==> config.mk <==
export PLATFORM = sky130hd
export DESIGN_NAME = distance_vector_route_update_flat
export DESIGN_NICKNAME = d
export VERILOG_FILES = /design/src/rtl/dvru_pkg.sv /design/src/rtl/dvru_req_if.sv /design/src/rtl/distance_vector_route_update.sv /design/src/rtl/dvru_table.sv /design/src/flat_wrapper.sv
export SDC_FILE = /design/constraint.sdc
export NUM_CORES = 1
export LEC_CHECK = 0
export BUFFER_PORTS_ARGS = -buffer_cell sky130_fd_sc_hd__buf_4
export CORE_UTILIZATION = 50
export DETAILED_ROUTE_END_ITERATION = 8
export PLACE_DENSITY = 0.67
export SETUP_SLACK_MARGIN = 0.1
export SLEW_MARGIN = 20
export SYNTH_ARGS = -nofsm -noshare
export SYNTH_HDL_FRONTEND = slang
export SYNTH_HIERARCHICAL = 1
export SYNTH_SLANG_ARGS = --single-unit
==> constraint.sdc <==
create_clock -name clk -period 9.5 [get_ports clk]
set_clock_uncertainty 0.2 [all_clocks]
set_input_delay 1.9 -clock clk [delete_from_list [all_inputs] [get_ports clk]]
set_output_delay 1.9 -clock clk [all_outputs]
set_load 0.005 [all_outputs]
==> src/rtl/dvru_pkg.sv <==
// dvru_pkg: shared types, codes and constants of the distance-vector route update block
// no dependencies; used by the interfaces, the route table and the top level

package dvru_pkg;

  // table geometry
  localparam int unsigned TABLE_DEPTH = 8;
  localparam int unsigned IDX_W       = 3;
  localparam int unsigned CNT_W       = 4;
  localparam int unsigned NB_DEPTH    = TABLE_DEPTH * TABLE_DEPTH;
  localparam int unsigned NB_AW       = 2 * IDX_W;

  // field widths
  localparam int unsigned ID_W   = 16;
  localparam int unsigned ADDR_W = 32;
  localparam int unsigned COST_W = 16;
  localparam int unsigned STAT_W = 3;
  localparam int unsigned FUNC_W = 2;

  localparam logic [1:0]        REFRESH_VALUE = 2'd3;
  localparam logic [COST_W-1:0] COST_MAX      = 16'hFFFF;

  // request function codes
  localparam logic [FUNC_W-1:0] FUNC_LOAD   = 2'd0;
  localparam logic [FUNC_W-1:0] FUNC_HEADER = 2'd1;
  localparam logic [FUNC_W-1:0] FUNC_ENTRY  = 2'd2;

  // result status codes
  localparam logic [STAT_W-1:0] STAT_LOADED   = 3'd0;
  localparam logic [STAT_W-1:0] STAT_FOUND    = 3'd1;
  localparam logic [STAT_W-1:0] STAT_UNKNOWN  = 3'd2;
  localparam logic [STAT_W-1:0] STAT_IMPROVED = 3'd3;
  localparam logic [STAT_W-1:0] STAT_KEPT     = 3'd4;
  localparam logic [STAT_W-1:0] STAT_IGNORED  = 3'd5;

  // sequencer states
  typedef enum logic {
    SEQ_IDLE,
    SEQ_EXEC
  } dvru_state_t;

  // one route table entry
  typedef struct packed {
    logic [ID_W-1:0]   id;
    logic [ADDR_W-1:0] addr;
    logic [COST_W-1:0] cost;
    logic [ID_W-1:0]   hop;
  } dvru_entry_t;

  // table write control
  typedef struct packed {
    logic             load;
    logic             route;
    logic [IDX_W-1:0] addr;
  } dvru_wr_t;

endpackage

==> src/rtl/dvru_req_if.sv <==
// dvru_req_if / dvru_rsp_if: valid-ready channels for requests and results
// depends on dvru_pkg for field widths

interface dvru_req_if;
  logic                             valid;
  logic                             ready;
  logic [dvru_pkg::FUNC_W-1:0]      func;
  logic [dvru_pkg::IDX_W-1:0]       entry_index;
  logic [dvru_pkg::ID_W-1:0]        dest_id;
  logic [dvru_pkg::ADDR_W-1:0]      router_addr;
  logic [dvru_pkg::COST_W-1:0]      link_cost;
  logic [dvru_pkg::ID_W-1:0]        next_hop_in;
  logic [dvru_pkg::CNT_W-1:0]       entry_count;

  modport source (output valid, func, entry_index, dest_id, router_addr, link_cost,
                  next_hop_in, entry_count, input ready);
  modport sink (input valid, func, entry_index, dest_id, router_addr, link_cost,
                next_hop_in, entry_count, output ready);
endinterface

interface dvru_rsp_if;
  logic                             valid;
  logic                             ready;
  logic [dvru_pkg::STAT_W-1:0]      status;
  logic [dvru_pkg::COST_W-1:0]      route_cost;
  logic [dvru_pkg::ID_W-1:0]        next_hop_out;
  logic [dvru_pkg::IDX_W-1:0]       found_index;

  modport source (output valid, status, route_cost, next_hop_out, found_index, input ready);
  modport sink (input valid, status, route_cost, next_hop_out, found_index, output ready);
endinterface

==> src/rtl/distance_vector_route_update.sv <==
// distance_vector_route_update: route table update, one request at a time, not ready meanwhile
// load, entry and unused requests: a single execution step; the result is registered on commit
// header: one table read per step, searching positions below min(entry_count, 8) in order;
//   ends on the first match or the last position; next accept in the cycle after the commit
// the shared comparator and the single table read port serialise the steps; output stalls hold the commit
// sync reset (rst_n low) clears control, sender state, refresh counts; tables stay undefined

module distance_vector_route_update (
  input  logic        clk,
  input  logic        rst_n,
  dvru_req_if.sink    in_req,
  dvru_rsp_if.source  out_rsp
);

  // sequencer and request registers
  dvru_pkg::dvru_state_t               state_r, state_nxt;
  logic [dvru_pkg::FUNC_W-1:0]         func_r;
  logic [dvru_pkg::IDX_W-1:0]          idx_r;
  logic [dvru_pkg::ID_W-1:0]           rid_r;
  logic [dvru_pkg::ADDR_W-1:0]         addr_r;
  logic [dvru_pkg::COST_W-1:0]         cost_r;
  logic [dvru_pkg::ID_W-1:0]           hop_r;
  logic [dvru_pkg::CNT_W-1:0]          count_r;
  logic [dvru_pkg::CNT_W-1:0]          cnt_r, cnt_nxt;

  // sender state
  logic [dvru_pkg::IDX_W-1:0]          sender_index_r;
  logic [dvru_pkg::COST_W-1:0]         sender_cost_r;
  logic [dvru_pkg::ID_W-1:0]           sender_id_r;
  logic                                sender_known_r;
  logic [dvru_pkg::CNT_W-1:0]          entries_expected_r;
  logic [1:0]                          refresh_r [dvru_pkg::TABLE_DEPTH];

  // neighbour cost matrix
  logic [dvru_pkg::COST_W-1:0]         nb_mem [dvru_pkg::NB_DEPTH];

  // result register
  logic                                out_valid_r;
  logic [dvru_pkg::STAT_W-1:0]         out_status_r;
  logic [dvru_pkg::COST_W-1:0]         out_cost_r;
  logic [dvru_pkg::ID_W-1:0]           out_hop_r;
  logic [dvru_pkg::IDX_W-1:0]          out_index_r;

  // datapath
  logic                                accept;
  logic                                out_free;
  logic                                commit;
  logic                                is_header;
  logic [dvru_pkg::CNT_W-1:0]          limit;
  logic                                found;
  logic                                search_last;
  logic                                step_done;
  logic [dvru_pkg::ADDR_W-1:0]         cmp_a, cmp_b;
  logic                                cmp_eq, cmp_lt;
  logic [dvru_pkg::COST_W:0]           sum_full;
  logic [dvru_pkg::COST_W-1:0]         sum_sat;
  logic                                entry_ok;
  logic [dvru_pkg::IDX_W-1:0]          rd_addr;
  dvru_pkg::dvru_entry_t               rd_data;
  dvru_pkg::dvru_wr_t                  tbl_wr;
  dvru_pkg::dvru_entry_t               tbl_wr_data;
  logic                                nb_we;
  logic                                hdr_commit;
  logic [dvru_pkg::STAT_W-1:0]         res_status;
  logic [dvru_pkg::COST_W-1:0]         res_cost;
  logic [dvru_pkg::ID_W-1:0]           res_hop;
  logic [dvru_pkg::IDX_W-1:0]          res_index;

  assign accept    = in_req.valid && in_req.ready;
  assign in_req.ready = (state_r == dvru_pkg::SEQ_IDLE);
  assign out_free  = !out_valid_r || out_rsp.ready;
  assign is_header = (func_r == dvru_pkg::FUNC_HEADER);

  // search limit is min(entry_count, table depth)
  assign limit = (count_r > dvru_pkg::CNT_W'(dvru_pkg::TABLE_DEPTH)) ?
                 dvru_pkg::CNT_W'(dvru_pkg::TABLE_DEPTH) : count_r;

  // saturating cost sum
  assign sum_full = {1'b0, sender_cost_r} + {1'b0, cost_r};
  assign sum_sat  = sum_full[dvru_pkg::COST_W] ? dvru_pkg::COST_MAX
                                               : sum_full[dvru_pkg::COST_W-1:0];

  // shared comparator: address match on headers, cost compare on entries
  always_comb begin
    if (is_header) begin
      cmp_a = addr_r;
      cmp_b = rd_data.addr;
    end else begin
      cmp_a = {{(dvru_pkg::ADDR_W-dvru_pkg::COST_W){1'b0}}, sum_sat};
      cmp_b = {{(dvru_pkg::ADDR_W-dvru_pkg::COST_W){1'b0}}, rd_data.cost};
    end
  end
  assign cmp_eq = (cmp_a == cmp_b);
  assign cmp_lt = (cmp_a < cmp_b);

  // search step control
  assign found       = (cnt_r < limit) && cmp_eq;
  assign search_last = ((cnt_r + dvru_pkg::CNT_W'(1)) >= limit);
  assign step_done   = !is_header || found || search_last;
  assign commit      = (state_r == dvru_pkg::SEQ_EXEC) && step_done && out_free;
  assign hdr_commit  = commit && is_header;

  // entry acceptance (positions always lie inside the table)
  assign entry_ok = sender_known_r && ({1'b0, idx_r} < entries_expected_r) &&
                    (rd_data.id == rid_r);

  // next state
  always_comb begin
    state_nxt = state_r;
    unique case (state_r)
      dvru_pkg::SEQ_IDLE: begin
        if (accept) state_nxt = dvru_pkg::SEQ_EXEC;
      end
      dvru_pkg::SEQ_EXEC: begin
        if (commit) state_nxt = dvru_pkg::SEQ_IDLE;
      end
      default: state_nxt = dvru_pkg::SEQ_IDLE;
    endcase
  end

  // search counter and table read address
  always_comb begin
    cnt_nxt = cnt_r;
    rd_addr = idx_r;
    unique case (state_r)
      dvru_pkg::SEQ_IDLE: begin
        cnt_nxt = '0;
        rd_addr = (in_req.func == dvru_pkg::FUNC_HEADER) ? '0 : in_req.entry_index;
      end
      dvru_pkg::SEQ_EXEC: begin
        if (is_header && !step_done) cnt_nxt = cnt_r + dvru_pkg::CNT_W'(1);
        rd_addr = is_header ? cnt_nxt[dvru_pkg::IDX_W-1:0] : idx_r;
      end
      default: begin
        cnt_nxt = cnt_r;
        rd_addr = idx_r;
      end
    endcase
  end

  // result and write-back selection
  always_comb begin
    tbl_wr        = '0;
    tbl_wr.addr   = idx_r;
    tbl_wr_data   = '{id: rid_r, addr: addr_r, cost: cost_r, hop: hop_r};
    nb_we         = 1'b0;
    res_status    = dvru_pkg::STAT_IGNORED;
    res_cost      = '0;
    res_hop       = '0;
    res_index     = idx_r;
    unique case (func_r)
      dvru_pkg::FUNC_LOAD: begin
        tbl_wr.load = commit;
        res_status  = dvru_pkg::STAT_LOADED;
        res_cost    = cost_r;
        res_hop     = hop_r;
      end
      dvru_pkg::FUNC_HEADER: begin
        if (found) begin
          res_status = dvru_pkg::STAT_FOUND;
          res_cost   = rd_data.cost;
          res_hop    = rd_data.hop;
          res_index  = cnt_r[dvru_pkg::IDX_W-1:0];
        end else begin
          res_status = dvru_pkg::STAT_UNKNOWN;
          res_index  = '0;
        end
      end
      dvru_pkg::FUNC_ENTRY: begin
        res_cost = rd_data.cost;
        res_hop  = rd_data.hop;
        if (entry_ok) begin
          nb_we = commit;
          if (cmp_lt) begin
            tbl_wr.route     = commit;
            tbl_wr_data.cost = sum_sat;
            tbl_wr_data.hop  = sender_id_r;
            res_status       = dvru_pkg::STAT_IMPROVED;
            res_cost         = sum_sat;
            res_hop          = sender_id_r;
          end else begin
            res_status = dvru_pkg::STAT_KEPT;
          end
        end
      end
      default: begin
        res_status = dvru_pkg::STAT_IGNORED;
      end
    endcase
  end

  dvru_table u_table (
    .clk     (clk),
    .wr      (tbl_wr),
    .wr_data (tbl_wr_data),
    .rd_addr (rd_addr),
    .rd_data (rd_data)
  );

  // neighbour cost matrix: row is sender position, column is entry position
  always_ff @(posedge clk) begin
    if (nb_we) begin
      nb_mem[{sender_index_r, idx_r}] <= cost_r;
    end
  end

  // control registers
  always_ff @(posedge clk) begin
    if (!rst_n) begin
      state_r <= dvru_pkg::SEQ_IDLE;
      cnt_r   <= '0;
    end else begin
      state_r <= state_nxt;
      cnt_r   <= cnt_nxt;
    end
  end

  // request capture
  always_ff @(posedge clk) begin
    if (accept) begin
      func_r  <= in_req.func;
      idx_r   <= in_req.entry_index;
      rid_r   <= in_req.dest_id;
      addr_r  <= in_req.router_addr;
      cost_r  <= in_req.link_cost;
      hop_r   <= in_req.next_hop_in;
      count_r <= in_req.entry_count;
    end
  end

  // sender state and refresh counts
  always_ff @(posedge clk) begin
    if (!rst_n) begin
      sender_index_r     <= '0;
      sender_cost_r      <= '0;
      sender_id_r        <= '0;
      sender_known_r     <= 1'b0;
      entries_expected_r <= '0;
      for (int i = 0; i < dvru_pkg::TABLE_DEPTH; i++) refresh_r[i] <= '0;
    end else if (hdr_commit) begin
      entries_expected_r <= count_r;
      sender_known_r     <= found;
      if (found) begin
        sender_index_r <= cnt_r[dvru_pkg::IDX_W-1:0];
        sender_cost_r  <= rd_data.cost;
        sender_id_r    <= rd_data.id;
        refresh_r[cnt_r[dvru_pkg::IDX_W-1:0]] <= dvru_pkg::REFRESH_VALUE;
      end
    end
  end

  // result register
  always_ff @(posedge clk) begin
    if (!rst_n) begin
      out_valid_r <= 1'b0;
    end else if (commit) begin
      out_valid_r <= 1'b1;
    end else if (out_rsp.ready) begin
      out_valid_r <= 1'b0;
    end
  end

  always_ff @(posedge clk) begin
    if (commit) begin
      out_status_r <= res_status;
      out_cost_r   <= res_cost;
      out_hop_r    <= res_hop;
      out_index_r  <= res_index;
    end
  end

  assign out_rsp.valid        = out_valid_r;
  assign out_rsp.status       = out_status_r;
  assign out_rsp.route_cost   = out_cost_r;
  assign out_rsp.next_hop_out = out_hop_r;
  assign out_rsp.found_index  = out_index_r;

  // checks
  a_accept_starts_exec: assert property (@(posedge clk) disable iff (!rst_n)
    accept |=> (state_r == dvru_pkg::SEQ_EXEC))
    else $error("accepted request did not start execution");

  a_result_from_commit: assert property (@(posedge clk) disable iff (!rst_n)
    $rose(out_rsp.valid) |-> $past(commit))
    else $error("result appeared without a commit");

  a_search_bounded: assert property (@(posedge clk) disable iff (!rst_n)
    (state_r == dvru_pkg::SEQ_EXEC) && is_header |->
      (cnt_r < dvru_pkg::CNT_W'(dvru_pkg::TABLE_DEPTH)) || (limit == '0))
    else $error("header search ran past the table");

  a_improved_hop: assert property (@(posedge clk) disable iff (!rst_n)
    commit && (res_status == dvru_pkg::STAT_IMPROVED) |=>
      out_rsp.valid && (out_rsp.next_hop_out == sender_id_r))
    else $error("improved route does not point at the sender");

endmodule

==> src/rtl/dvru_table.sv <==
// dvru_table: route table storage with one write port and one registered read port
// depends on dvru_pkg for the entry and write-control types

module dvru_table (
  input  logic                          clk,
  input  dvru_pkg::dvru_wr_t            wr,
  input  dvru_pkg::dvru_entry_t         wr_data,
  input  logic [dvru_pkg::IDX_W-1:0]    rd_addr,
  output dvru_pkg::dvru_entry_t         rd_data
);

  dvru_pkg::dvru_entry_t mem_r [dvru_pkg::TABLE_DEPTH];
  dvru_pkg::dvru_entry_t rd_data_r;

  // write: full entry on load, cost and hop on route improvement
  always_ff @(posedge clk) begin
    if (wr.load) begin
      mem_r[wr.addr] <= wr_data;
    end else if (wr.route) begin
      mem_r[wr.addr].cost <= wr_data.cost;
      mem_r[wr.addr].hop  <= wr_data.hop;
    end
  end

  // registered read
  always_ff @(posedge clk) begin
    rd_data_r <= mem_r[rd_addr];
  end

  assign rd_data = rd_data_r;

endmodule
==> src/flat_wrapper.sv <==
// flat-port wrapper written by rule: the top's interface ports become plain ports
module distance_vector_route_update_flat 
  (clk, rst_n, in_req_valid, in_req_func, in_req_entry_index, in_req_dest_id, in_req_router_addr, in_req_link_cost, in_req_next_hop_in, in_req_entry_count, in_req_ready, out_rsp_valid, out_rsp_status, out_rsp_route_cost, out_rsp_next_hop_out, out_rsp_found_index, out_rsp_ready);
  dvru_req_if in_req_i ();
  dvru_rsp_if out_rsp_i ();
  input  logic clk;
  input  logic rst_n;
  input wire logic [$bits(in_req_i.valid)-1:0] in_req_valid;
  input wire logic [$bits(in_req_i.func)-1:0] in_req_func;
  input wire logic [$bits(in_req_i.entry_index)-1:0] in_req_entry_index;
  input wire logic [$bits(in_req_i.dest_id)-1:0] in_req_dest_id;
  input wire logic [$bits(in_req_i.router_addr)-1:0] in_req_router_addr;
  input wire logic [$bits(in_req_i.link_cost)-1:0] in_req_link_cost;
  input wire logic [$bits(in_req_i.next_hop_in)-1:0] in_req_next_hop_in;
  input wire logic [$bits(in_req_i.entry_count)-1:0] in_req_entry_count;
  output wire logic [$bits(in_req_i.ready)-1:0] in_req_ready;
  output wire logic [$bits(out_rsp_i.valid)-1:0] out_rsp_valid;
  output wire logic [$bits(out_rsp_i.status)-1:0] out_rsp_status;
  output wire logic [$bits(out_rsp_i.route_cost)-1:0] out_rsp_route_cost;
  output wire logic [$bits(out_rsp_i.next_hop_out)-1:0] out_rsp_next_hop_out;
  output wire logic [$bits(out_rsp_i.found_index)-1:0] out_rsp_found_index;
  input wire logic [$bits(out_rsp_i.ready)-1:0] out_rsp_ready;
  assign in_req_i.valid = in_req_valid;
  assign in_req_i.func = in_req_func;
  assign in_req_i.entry_index = in_req_entry_index;
  assign in_req_i.dest_id = in_req_dest_id;
  assign in_req_i.router_addr = in_req_router_addr;
  assign in_req_i.link_cost = in_req_link_cost;
  assign in_req_i.next_hop_in = in_req_next_hop_in;
  assign in_req_i.entry_count = in_req_entry_count;
  assign in_req_ready = in_req_i.ready;
  assign out_rsp_valid = out_rsp_i.valid;
  assign out_rsp_status = out_rsp_i.status;
  assign out_rsp_route_cost = out_rsp_i.route_cost;
  assign out_rsp_next_hop_out = out_rsp_i.next_hop_out;
  assign out_rsp_found_index = out_rsp_i.found_index;
  assign out_rsp_i.ready = out_rsp_ready;
  distance_vector_route_update u_core (.clk(clk), .rst_n(rst_n), .in_req(in_req_i), .out_rsp(out_rsp_i));
endmodule
==> flow_metrics.tcl <==
set metrics [dict create \
    layout_common_cells "767 x edfxtp_1, 164 x buf_4, 160 x mux4_2, 123 x dfxtp_1, 120 x nand2_1" \
    synth_xor_area_share_pct 0.650 \
    overflow 0 \
    period_share_pct 79.0 \
    hp-class "flip-flop to flip-flop" \
    fill_cells 5155 \
    cts_buffers 90 \
    arrival_ps 7620 \
    cts_tree "yes" \
    final_common_cell "edfxtp_1" \
    synthAdderAreaFrac_pct 2.16 \
    syn_inst 1902 \
    grt_start_max_net_pins 119 \
    gp_congestion 0.914 \
    clock_path_buffers 3 \
    synth-compound-area-share_pct 4.59 \
    rsz0062_at_grt "no" \
    period_needed_ps 7510 \
    peakVddDrop_v 0.000130 \
    first_pass_iters 7 \
    swShare_pct 21.7 \
    p_sw_uw 1890 \
    seq_power_share_pct 51.4 \
    antenna_found_initial 0 \
    internal_power_uw 6810 \
    pwr-share-comb_pct 7.6 \
    numClockSinks 890 \
    synth_area_leaders "edfxtp_1 66%, mux4_2 10%, dfxtp_1 7.0%, mux2_2 3.2%, ha_1 2.1%" \
    muxShareOfSynthArea_pct 14.0 \
    yosysTopAreaCellShare_pct 65.7 \
    coreArea_um2 68900 \
    synth_top_cell_by_area "edfxtp_1" \
    ys_types 77 \
    first_iter_violations 1803 \
    die_w_um 267 \
    clock_tree.htree_level_count 3 \
    dpl.hpwl_um 45400 \
    yosysWarningCount 6 \
    finalSetupTns_ps 0 \
    synth_nets 2055 \
    post_cts_resized 0 \
    drt-total-wl_um 76600 \
    fin_nets 2228 \
    area_delta_synth_final_pct 14.8 \
    async_flop_share_pct 0 \
    synth_seq_cells 890 \
    regArea_um2 25500 \
    io_buffers 132 \
    cap_violations 0 \
    initial_utilization_pct 50.8 \
    utilization_pct 58.3 \
    cp_data_required_time_ps 9610 \
    first_global_vias 18400 \
    netlist_area_um2 35000 \
    crit_path_end_kind "flip-flop" \
    crit_path_max_fanout 21 \
    path_cells "ha_1, fa_1, a211oi_2, nor4_2, o311ai_1, nand2_1, a2111oi_2, a21oi_1, ha_1, nand4_1, or4_4, nor4b_4, nand3_2, nand3_1, nor3b_1, o21ai_0, nor2_4, buf_4" \
    synthSimpleGateAreaFrac_pct 4.16 \
    track_usage_pct 22.0 \
    clkPwrFrac_pct 41.0 \
    hold_buffers 0 \
    synth_top_family_by_area "multiplexers" \
    powerDensity_nw_per_um2 216 \
    die_h_um 267 \
    synth_edf_count 767 \
    slowest_delay_ps 930 \
    maxSlewHeadroom_pct 26.0 \
    worstMarginPinSlew_ps 1100 \
    leakagePower_uw 0.0135 \
    status "completed" \
    avgSynthCellArea_um2 18.4 \
    maxSlewViolCount 0 \
    vias 17900 \
    drc 0 \
    drt-vias-per-instance 5.81 \
    multi_input_area_um2 9130 \
    insertion_delay_ps 650 \
    drive_gt1_share_pct 28.1 \
    clock.fmax_ghz 0.133 \
    post-cts-setup-buffers 0 \
    crit_path_frequent_cell "ha_1" \
    die_area_um2 71100 \
    hold_viol 0 \
    crit_type "flip-flop to flip-flop" \
    grt_pass1_wl_um 115000 \
    path_clk_slew_ps 60 \
    cp-start-kind "flip-flop" \
    crit_slowest_cell "nor2_4" \
    ys.flop_type "edfxtp_1" \
    ant_nets 0 \
    io_pins 133 \
    yosysSeqAreaShare_pct 72.8 \
    diodes 0 \
    core.rowCount 96 \
    routedWlPerCell_um 24.9 \
    root_buffer "clkbuf_16" \
    setup-violations-final 0 \
]
==> cell usage after synthesis (all sizes together) (5+ instances only) <==
master	n
nor2b	9
buf	48
dfxtp	123
xor2	15
nand4	9
edfxtp	767
o21ai	51
nand2	120
a221o	13
mux2i	16
nor4	7
a21boi	36
nand3	21
nor3	17
o21bai	5
a22oi	17
a21oi	39
ha	59
nand2b	11
inv	32
and2	24
a21o	22
clkbuf	37
xnor2	11
and3	6
nor2	67
a211oi	7
mux4	160
mux2	100
a31oi	5
==> power groups by stage <==
| stage | Combinational (uW) | Clock (uW) | Sequential (uW) |
|---|---|---|---|
| 2_1_floorplan | 478 | 0 | 4510 |
| 3_3_place_gp | 658 | 0 | 4550 |
| 3_5_place_dp | 663 | 0 | 4560 |
| 4_1_cts | 667 | 3640 | 4480 |
| 5_1_grt | 715 | 3780 | 4490 |
| 6_report | 658 | 3570 | 4470 |
==> metrics by stage <==
step           std cells  setup slack [ps]  hold WS [ps]  total power (uW)  cell area [um^2]
2_1_floorplan       1902              2070           228              4990             35000
5_1_grt             3083              1660           277              8980             40200
3_5_place_dp        2913              2180           252              5220             37200
3_3_place_gp        2913              2430           244              5210             37200
4_1_cts             3082              2170           260              8780             40200
6_report            3083              1990           260              8700             40200
==> cells by family after synthesis <==
logic type | after synthesis
flip-flops | 890
AND/OR/NAND/NOR | 304
multiplexers | 276
AO/OA/AOI/OAI | 229
buffers and inverters | 117
adder cells (fa/ha/maj) | 60
XOR/XNOR | 26
==> metal layers <==
metal / GRT usage [%] / part of all wire (%) / vias up
li1: - / - / 7932
met3: 3.41 / 6.1 / 103
met2: 35.6 / 49 / 583
met5: 0 / 0 / -
met1: 31.0 / 43 / 9300
met4: 6.80 / 2.2 / 0
==> registers in the layout, indices dropped and copies added (netlist names) <==
name                         count
u_core/addr_r                   32
u_core/out_rsp.route_cost       16
u_core/idx_r                     3
u_core/sender_cost_r            16
u_core/u_table/mem_r           640
u_core/count_r                   4
u_core/out_rsp.next_hop_out     16
u_core/out_rsp.status            3
u_core/cost_r                   16
u_core/u_table/rd_data          80
u_core/entries_expected_r        4
u_core/sender_id_r              16
u_core/out_rsp.valid             1
u_core/rid_r                    16
u_core/cnt_r                     4
u_core/func_r                    2
u_core/sender_known_r            1
u_core/out_rsp.found_index       3
u_core/state_r                   1
u_core/hop_r                    16
==> worst paths after layout <==
check	startpoint	endpoint	slack, ps	depth (start not counted)
worst max-delay path	u_core/cost_r[0]	u_core/u_table/mem_r[3][31]	1990	18
worst min-delay path	u_core/sender_cost_r[8]	u_core/sender_cost_r[8]	260	2
worst min register to register	u_core/sender_cost_r[8]	u_core/sender_cost_r[8]	260	2
worst max register to register	u_core/cost_r[0]	u_core/u_table/mem_r[3][31]	1990	18
==> cell type report <==
| class | instances | area share, % |
|---|---|---|
| clock buffer | 120 | 6.16 |
| multi-input combinational | 895 | 22.7 |
| tap | 931 | 2.90 |
| inverter | 32 | 0.299 |
| sequential | 890 | 63.4 |
| clock inverter | 49 | 1.35 |
| timing repair buffer | 166 | 3.16 |
==> worst max-delay path, delay by kind of cell, from the launching register on <==
| family | cells | cell delay, ps |
|---|---|---|
| AO/OA/AOI/OAI | 5 | 1780 |
| adder cells (fa/ha/maj) | 3 | 1050 |
| buffers and inverters | 1 | 390 |
| flip-flops | 1 | 430 |
| AND/OR/NAND/NOR | 9 | 3320 |
No activity file was read; power rests on OpenSTA's default activity.
